## src/rtl/job_deadline_scheduler_defines.svh

```systemverilog
// assertion macros for the job deadline scheduler
`ifndef JOB_DEADLINE_SCHEDULER_DEFINES_SVH
`define JOB_DEADLINE_SCHEDULER_DEFINES_SVH

// property holds at every clock edge outside reset
`define JDS_ASSERT(name, prop, msg) \
	name: assert property (@(posedge clk) disable iff (!arst_n) (prop)) else $error(msg);

// condition never occurs outside reset
`define JDS_NEVER(name, cond, msg) \
	name: assert property (@(posedge clk) disable iff (!arst_n) !(cond)) else $error(msg);

`endif

```

## src/rtl/jds_pkg.sv

```systemverilog
package jds_pkg;

	localparam int MaxJobs = 64;
	localparam int IdxW = $clog2(MaxJobs);
	localparam int CountW = $clog2(MaxJobs + 1);
	localparam int ProfitW = 16;
	localparam int DeadlineInW = 8;
	localparam int SumW = 22;
	localparam int EntryW = ProfitW + CountW;

	typedef enum logic [1:0] {
		SCH_IDLE,
		SCH_SCAN,
		SCH_SLOT,
		SCH_DONE
	} sch_state_t;

	typedef struct packed {
		logic              start;
		logic [CountW-1:0] n;
	} sched_ctl_t;

	typedef struct packed {
		logic              done;
		logic [CountW-1:0] count;
		logic [SumW-1:0]   sum;
	} sched_res_t;

endpackage

```

## src/rtl/jds_ram.sv

```systemverilog
module jds_ram #(
	parameter int Width = 8,
	parameter int Depth = 64
) (
	input  logic                     clk,
	input  logic                     we,
	input  logic [$clog2(Depth)-1:0] waddr,
	input  logic [Width-1:0]         wdata,
	input  logic [$clog2(Depth)-1:0] raddr,
	output logic [Width-1:0]         rdata
);
	logic [Width-1:0] mem_q [Depth];
	logic [Width-1:0] rdata_q;

	always_ff @(posedge clk) begin
		if (we) begin
			mem_q[waddr] <= wdata;
		end
		rdata_q <= mem_q[raddr];
	end

	assign rdata = rdata_q;
endmodule

```

## src/rtl/jds_sched.sv

```systemverilog
module jds_sched (
	input  logic                         clk,
	input  logic                         arst_n,
	input  jds_pkg::sched_ctl_t          ctl,
	input  logic                         hold,
	input  logic [jds_pkg::EntryW-1:0]   rd_data,
	output logic [jds_pkg::IdxW-1:0]     rd_addr,
	output jds_pkg::sched_res_t          res
);
	import jds_pkg::*;

	sch_state_t state_q, state_d;
	logic [CountW-1:0]  cnt_q;
	logic               vld_s1;
	logic [IdxW-1:0]    idx_s1;
	logic               have_q;
	logic [IdxW-1:0]    best_idx_q;
	logic [ProfitW-1:0] best_p_q;
	logic [CountW-1:0]  best_d_q;
	logic [CountW-1:0]  slot_q;
	logic [MaxJobs-1:0] picked_q;
	logic [MaxJobs-1:0] taken_q;
	logic [CountW-1:0]  count_q;
	logic [SumW-1:0]    sum_q;

	logic               rd_en;
	logic               scan_end;
	logic               slot_zero;
	logic               slot_free;
	logic [CountW-1:0]  slot_m1;
	logic [ProfitW-1:0] rd_p;
	logic [CountW-1:0]  rd_d;

	assign rd_p    = rd_data[EntryW-1 -: ProfitW];
	assign rd_d    = rd_data[CountW-1:0];
	assign slot_m1 = slot_q - 1'b1;

	// next state
	always_comb begin
		state_d = state_q;
		unique case (state_q)
			SCH_IDLE: begin
				if (ctl.start) state_d = SCH_SCAN;
			end
			SCH_SCAN: begin
				if (scan_end) state_d = have_q ? SCH_SLOT : SCH_DONE;
			end
			SCH_SLOT: begin
				if (slot_zero || slot_free) state_d = SCH_SCAN;
			end
			SCH_DONE: begin
				if (!hold) state_d = SCH_IDLE;
			end
			default: state_d = SCH_IDLE;
		endcase
	end

	// outputs
	always_comb begin
		rd_en     = (state_q == SCH_SCAN) && (cnt_q < ctl.n);
		rd_addr   = cnt_q[IdxW-1:0];
		scan_end  = (state_q == SCH_SCAN) && (cnt_q == ctl.n) && !vld_s1;
		slot_zero = (slot_q == '0);
		slot_free = !taken_q[slot_m1[IdxW-1:0]];
		res.done  = (state_q == SCH_DONE) && !hold;
		res.count = count_q;
		res.sum   = sum_q;
	end

	always_ff @(posedge clk or negedge arst_n) begin
		if (!arst_n) begin
			state_q    <= SCH_IDLE;
			cnt_q      <= '0;
			vld_s1     <= 1'b0;
			idx_s1     <= '0;
			have_q     <= 1'b0;
			best_idx_q <= '0;
			best_p_q   <= '0;
			best_d_q   <= '0;
			slot_q     <= '0;
			picked_q   <= '0;
			taken_q    <= '0;
			count_q    <= '0;
			sum_q      <= '0;
		end else begin
			state_q <= state_d;
			vld_s1  <= rd_en;
			idx_s1  <= cnt_q[IdxW-1:0];
			if (rd_en) cnt_q <= cnt_q + 1'b1;
			// running maximum over unpicked jobs
			if (vld_s1 && !picked_q[idx_s1] && (!have_q || rd_p > best_p_q)) begin
				have_q     <= 1'b1;
				best_idx_q <= idx_s1;
				best_p_q   <= rd_p;
				best_d_q   <= rd_d;
			end
			unique case (state_q)
				SCH_IDLE: begin
					if (ctl.start) begin
						cnt_q    <= '0;
						have_q   <= 1'b0;
						picked_q <= '0;
						taken_q  <= '0;
						count_q  <= '0;
						sum_q    <= '0;
					end
				end
				SCH_SCAN: begin
					if (scan_end && have_q) begin
						picked_q[best_idx_q] <= 1'b1;
						slot_q               <= best_d_q;
					end
				end
				SCH_SLOT: begin
					if (slot_zero) begin
						cnt_q  <= '0;
						have_q <= 1'b0;
					end else if (slot_free) begin
						taken_q[slot_m1[IdxW-1:0]] <= 1'b1;
						count_q <= count_q + 1'b1;
						sum_q   <= sum_q + SumW'(best_p_q);
						cnt_q   <= '0;
						have_q  <= 1'b0;
					end else begin
						slot_q <= slot_m1;
					end
				end
				SCH_DONE: ;
				default: ;
			endcase
		end
	end
endmodule

```

## src/rtl/job_deadline_scheduler.sv

```systemverilog
// Greedy job sequencer: requests carry one job each (deadline, profit) and are taken one per
// cycle into a 64-entry job memory until the request marked last. The block then stalls its
// input while one shared compare unit scans the stored jobs for the highest remaining profit
// and a slot pointer walks down from that job's deadline to the latest free slot, for up to
// n + 1 rounds for n jobs. One result request (job count, total profit, overflow) follows;
// it waits in an output register while the next set loads. Jobs beyond 64 in a set are
// dropped and flagged.
`include "job_deadline_scheduler_defines.svh"

module job_deadline_scheduler (
	input  logic        clk,
	input  logic        arst_n,
	input  logic        in_valid,
	output logic        in_stall,
	input  logic [7:0]  deadline,
	input  logic [15:0] profit,
	input  logic        last,
	output logic        out_valid,
	input  logic        out_stall,
	output logic [6:0]  job_count,
	output logic [21:0] total_profit,
	output logic        overflow
);
	import jds_pkg::*;

	logic              busy_q;
	logic              start_q;
	logic [CountW-1:0] n_q;
	logic              ovf_q;
	logic              out_valid_q;
	logic [6:0]        count_q;
	logic [21:0]       sum_q;
	logic              ovf_out_q;

	logic              accept;
	logic              we;
	logic [CountW-1:0] dl;
	logic [EntryW-1:0] rd_data;
	logic [IdxW-1:0]   rd_addr;
	sched_ctl_t        ctl;
	sched_res_t        res;

	assign in_stall = busy_q;
	assign accept   = in_valid && !in_stall;
	assign we       = accept && (n_q < CountW'(MaxJobs));

	always_comb begin
		if (int'(deadline) > MaxJobs) dl = CountW'(MaxJobs);
		else dl = CountW'(deadline);
	end

	assign ctl.start = start_q;
	assign ctl.n     = n_q;

	jds_ram #(.Width(EntryW), .Depth(MaxJobs)) u_ram (
		.clk   (clk),
		.we    (we),
		.waddr (n_q[IdxW-1:0]),
		.wdata ({profit, dl}),
		.raddr (rd_addr),
		.rdata (rd_data)
	);

	jds_sched u_sched (
		.clk     (clk),
		.arst_n  (arst_n),
		.ctl     (ctl),
		.hold    (out_valid_q && out_stall),
		.rd_data (rd_data),
		.rd_addr (rd_addr),
		.res     (res)
	);

	always_ff @(posedge clk or negedge arst_n) begin
		if (!arst_n) begin
			busy_q      <= 1'b0;
			start_q     <= 1'b0;
			n_q         <= '0;
			ovf_q       <= 1'b0;
			out_valid_q <= 1'b0;
		end else begin
			start_q <= accept && last;
			if (accept) begin
				if (we) n_q <= n_q + 1'b1;
				else ovf_q <= 1'b1;
				if (last) busy_q <= 1'b1;
			end
			if (res.done) begin
				n_q         <= '0;
				ovf_q       <= 1'b0;
				busy_q      <= 1'b0;
				out_valid_q <= 1'b1;
			end else if (out_valid_q && !out_stall) begin
				out_valid_q <= 1'b0;
			end
		end
	end

	always_ff @(posedge clk) begin
		if (res.done) begin
			count_q   <= 7'(res.count);
			sum_q     <= res.sum;
			ovf_out_q <= ovf_q;
		end
	end

	assign out_valid    = out_valid_q;
	assign job_count    = count_q;
	assign total_profit = sum_q;
	assign overflow     = ovf_out_q;

	`JDS_ASSERT(a_done_when_busy, res.done |-> busy_q, "result without a loaded set")
	`JDS_ASSERT(a_start_busy, start_q |-> busy_q, "schedule started while input open")
	`JDS_NEVER(a_count_range, n_q > CountW'(MaxJobs), "job count beyond store depth")
endmodule
```

## config.mk

```make
export PLATFORM = sky130hd
export DESIGN_NAME = job_deadline_scheduler
export DESIGN_NICKNAME = d
export VERILOG_FILES = /design/src/rtl/jds_pkg.sv /design/src/rtl/jds_ram.sv /design/src/rtl/jds_sched.sv /design/src/rtl/job_deadline_scheduler.sv
export VERILOG_INCLUDE_DIRS = /design/src /design/src/rtl
export SDC_FILE = /design/constraint.sdc
export NUM_CORES = 2
export LEC_CHECK = 0
export BUFFER_PORTS_ARGS = -buffer_cell sky130_fd_sc_hd__buf_2
export CORE_ASPECT_RATIO = 0.7
export CORE_MARGIN = 2
export CORE_UTILIZATION = 61
export DETAILED_ROUTE_END_ITERATION = 16
export HOLD_SLACK_MARGIN = 0.15
export PLACE_DENSITY = 0.77
export SYNTH_ARGS = -nofsm -noshare
export SYNTH_HDL_FRONTEND = slang
export SYNTH_HIERARCHICAL = 1
export SYNTH_SLANG_ARGS = --single-unit
```

## constraint.sdc

```tcl
create_clock -name clk -period 4.6 [get_ports clk]
set_input_delay 0 -clock clk [delete_from_list [all_inputs] [get_ports clk]]
set_output_delay 0 -clock clk [all_outputs]
set_load 0.05 [all_outputs]
```

==> impl_metrics.json <==
{
  "status": "finished, final reports clean",
  "cp_max_fo": 17,
  "area_growth_pct": 11.6,
  "dr.pass1.iters": 5,
  "synth_mux_area_share_pct": 15.1,
  "synth_top_area_cell": "edfxtp_1",
  "multi_input_area_um2": 17200,
  "grt_max_degree": 131,
  "synth_ff_type": "edfxtp_1",
  "clkSlewWorstSetupHoldPaths_ps": 70,
  "grt_pass1_wl_mm": 249,
  "r2r-start": "u_sched/slot_q[1]",
  "die_height_um": 286,
  "seq_area_um2": 51100,
  "synthXorXnorAreaFrac_pct": 0.394,
  "dp_hpwl_mm": 94.5,
  "vdd_ir_drop_max_v": 0.000409,
  "synth-edff-count": 1502,
  "die_area_um2": 116000,
  "fin_util_pct": 68.7,
  "drc": 0,
  "drive_gt1_share_pct": 24.5,
  "synth_seq_cells": 1746,
  "cts_sinks": 1746,
  "cts_buffers": 153,
  "crit_arrival_ps": 4950,
  "clockRootBuffer": "clkbuf_16",
  "worstSetupPathType": "reg -> reg",
  "r2r_end": "u_sched/taken_q[47]",
  "row_count": 103,
  "fillCellCount": 6864,
  "crit_path_frequent_cell": "nand3_1",
  "synthSimpleGateAreaFrac_pct": 3.93,
  "core_um2": 113000,
  "rrSetupSlack_ps": 330,
  "viasPerCell": 6.79,
  "min_period_ps": 4270,
  "start_util_pct": 61.5,
  "required_ps": 5270,
  "hold_viol": 0,
  "die_w_um": 407,
  "yosys-top-cells-count": "edfxtp_1, mux4_2, dfrtp_1",
  "async_flop_share_pct": 12.7,
  "drv_cap": 0,
  "max_freq_mhz": 234,
  "ys_warn_count": 6,
  "fin_worst_skew_ps": 28.4,
  "crit_buf_inv": 2,
  "gp_congestion": 0.902,
  "hp-class": "in -> reg",
  "syn-num-nets": 3674,
  "postCtsSetupBuffers": 0,
  "critPathCapture": "u_sched/taken_q[47]",
  "track_usage_pct": 29.7,
  "max_stage_delay_ps": 640,
  "io_pins": 61,
  "p_per_area_nw_per_um2": 558,
  "first_global_vias": 37003,
  "finalNetCount": 3866,
  "path_depth": 11,
  "slowest_stage": "xnor2_4",
  "yosysMostFrequentCell": "edfxtp_1",
  "tightest_slew_ps": 1380,
  "synth_cells": 3600,
  "n_antenna_cell": 0,
  "totalWireLength_mm": 168,
  "clock_tree.buffer_depth": 3,
  "synth.avg_cell_area_um2": 19.2,
  "via_count": 36926,
  "startpoint_type": "flip-flop",
  "cts_tree": "yes",
  "ys_seq_area_share_pct": 73.8,
  "path_cells": "inv_1 -> ha_1 -> xnor2_4 -> mux2i_1 -> or4_4 -> o211ai_2 -> nand3_1 -> o21ai_4 -> buf_4 -> nand3_1 -> o21ai_0",
  "fin_setup_tns_ps": 0,
  "cpLargestDelayFamily": "simple AND/OR/NAND/NOR gates",
  "synth_fa_ha_area_share_pct": 0.824,
  "drv_slew": 0,
  "cts-htree-levels": 4,
  "yosysTopAreaCellShare_pct": 65.1,
  "reg2regPathDepth": 11,
  "min_period_over_period_pct": 92.9,
  "synth_top_family_by_area": "multiplexers",
  "p_leak_nw": 25.7,
  "cp-end-kind": "flip-flop",
  "wl_per_cell_um": 30.8,
  "startpoint": "u_sched/slot_q[1]",
  "relSlewSlack_pct": 7.30,
  "gr-total-overflow": 0,
  "synth.area.top_cells": "edfxtp_1, mux4_2, dfrtp_1",
  "rsz0062_at_grt": "no",
  "syn-cell-area_um2": 69300,
  "io_buffer_count": 60,
  "insertion_delay_ps": 800,
  "synth-compound-area-share_pct": 4.21,
  "ant_nets": 0,
  "yosysUniqueCellTypes": 83,
  "finalSetupViolCount": 0,
  "antenna_found_initial": 7,
  "drt_iter0_markers": 5973
}
-- registers in the layout, indices dropped and copies added, names as in the netlist, 16 cells and up --
signal,cells
total_profit,22
u_ram/mem_q,1472
u_ram/rdata,23
u_sched/best_p_q,16
u_sched/picked_q,64
u_sched/sum_q,22
u_sched/taken_q,64
-- routing by layer --
layer	vias to the layer above	track usage [%]	share of wire (%)
li1	15031	-	-
met1	19122	45.9	39
met2	2508	41.6	44
met3	259	8.56	14
met4	6	9.05	2.7
met5	-	0	0.021
-- logic make-up (layout without fill, tap and decap cells) --
group	after synthesis	in the layout
DFF	1746	1746
buffers and inverters	242	558
and+or+nand+nor	558	558
xor gates and xnor gates	26	26
adders and majority gates	45	45
muxes	546	546
AOI/OAI and AO/OA	437	437
-- tightest hold or removal path: stages --
cell    delay, ps
buf_2          80
nor2_1         90
and2_2        200
buf_4         310
-- report_power, final --
group / total (mW) / switching (mW) / internal, mW
Sequential: 19.0 / 0.939 / 18.1
Clock: 13.0 / 5.69 / 7.35
Combinational: 11.1 / 6.36 / 4.75
Total: 43.2 / 13.0 / 30.2
-- through the flow --
stage	worst slack, ps	hold WS [ps]	std cells	area [um2]	power (mW)
finish	328	210	5438	77300	43.2
global route	73.8	243	5438	77300	44.8
CTS	291	156	5438	77300	43.2
detailed placement	302	57.6	5122	71900	30.2
global placement	433	57.9	5122	71900	30.0
floorplan	994	-296	3600	69300	27.0
-- worst min path at each step --
| stage | slack (ps) | cells past startpoint | from | endpoint |
|---|---|---|---|---|
| after global routing | 240 | 4 | deadline[6] | u_ram/mem_q[60][0] |
| after CTS | 160 | 4 | deadline[6] | u_ram/mem_q[57][0] |
| after floorplan | -300 | 0 | arst_n | in_stall |
| after detailed placement | 60 | 1 | arst_n | u_sched/picked_q[20] |
| after global placement | 60 | 1 | arst_n | u_sched/picked_q[24] |
| final | 210 | 4 | deadline[6] | u_ram/mem_q[60][0] |
-- what timing repair did --
item | CTS | global route
hold buffers | 37 | 0
gates resized for setup | 0 | 1
endpoints found under the hold margin | 1672 | 0
endpoints found under the setup margin | 0 | 16
-- cell usage in the layout (no fill, tap or decap), drive strengths merged, types with 17 or more instances in the layout --
cell	count
nor2	187
a32o	18
and3	19
dlygate4sd3	36
a211oi	20
mux2	53
buf	207
a21oi	108
a22o	27
dfxtp	23
a22oi	50
nor2b	21
nand3	52
a221oi	22
edfxtp	1502
mux2i	100
nand4	17
clkbuf	191
nor3b	19
inv	45
mux4	393
clkinv	56
dfrtp	221
nor3	32
o21ai	97
nand2	135
ha	44
-- layout make-up --
cell class / count / area share [%]
repair buffers: 243 / 2.56
inverters: 36 / 0.175
well taps: 1522 / 2.46
flip-flops and latches: 1746 / 66.1
clock buffers: 191 / 5.40
multi-input cells: 1612 / 22.2
clock inverters: 88 / 1.13
(Power assumes the default switching activity.)
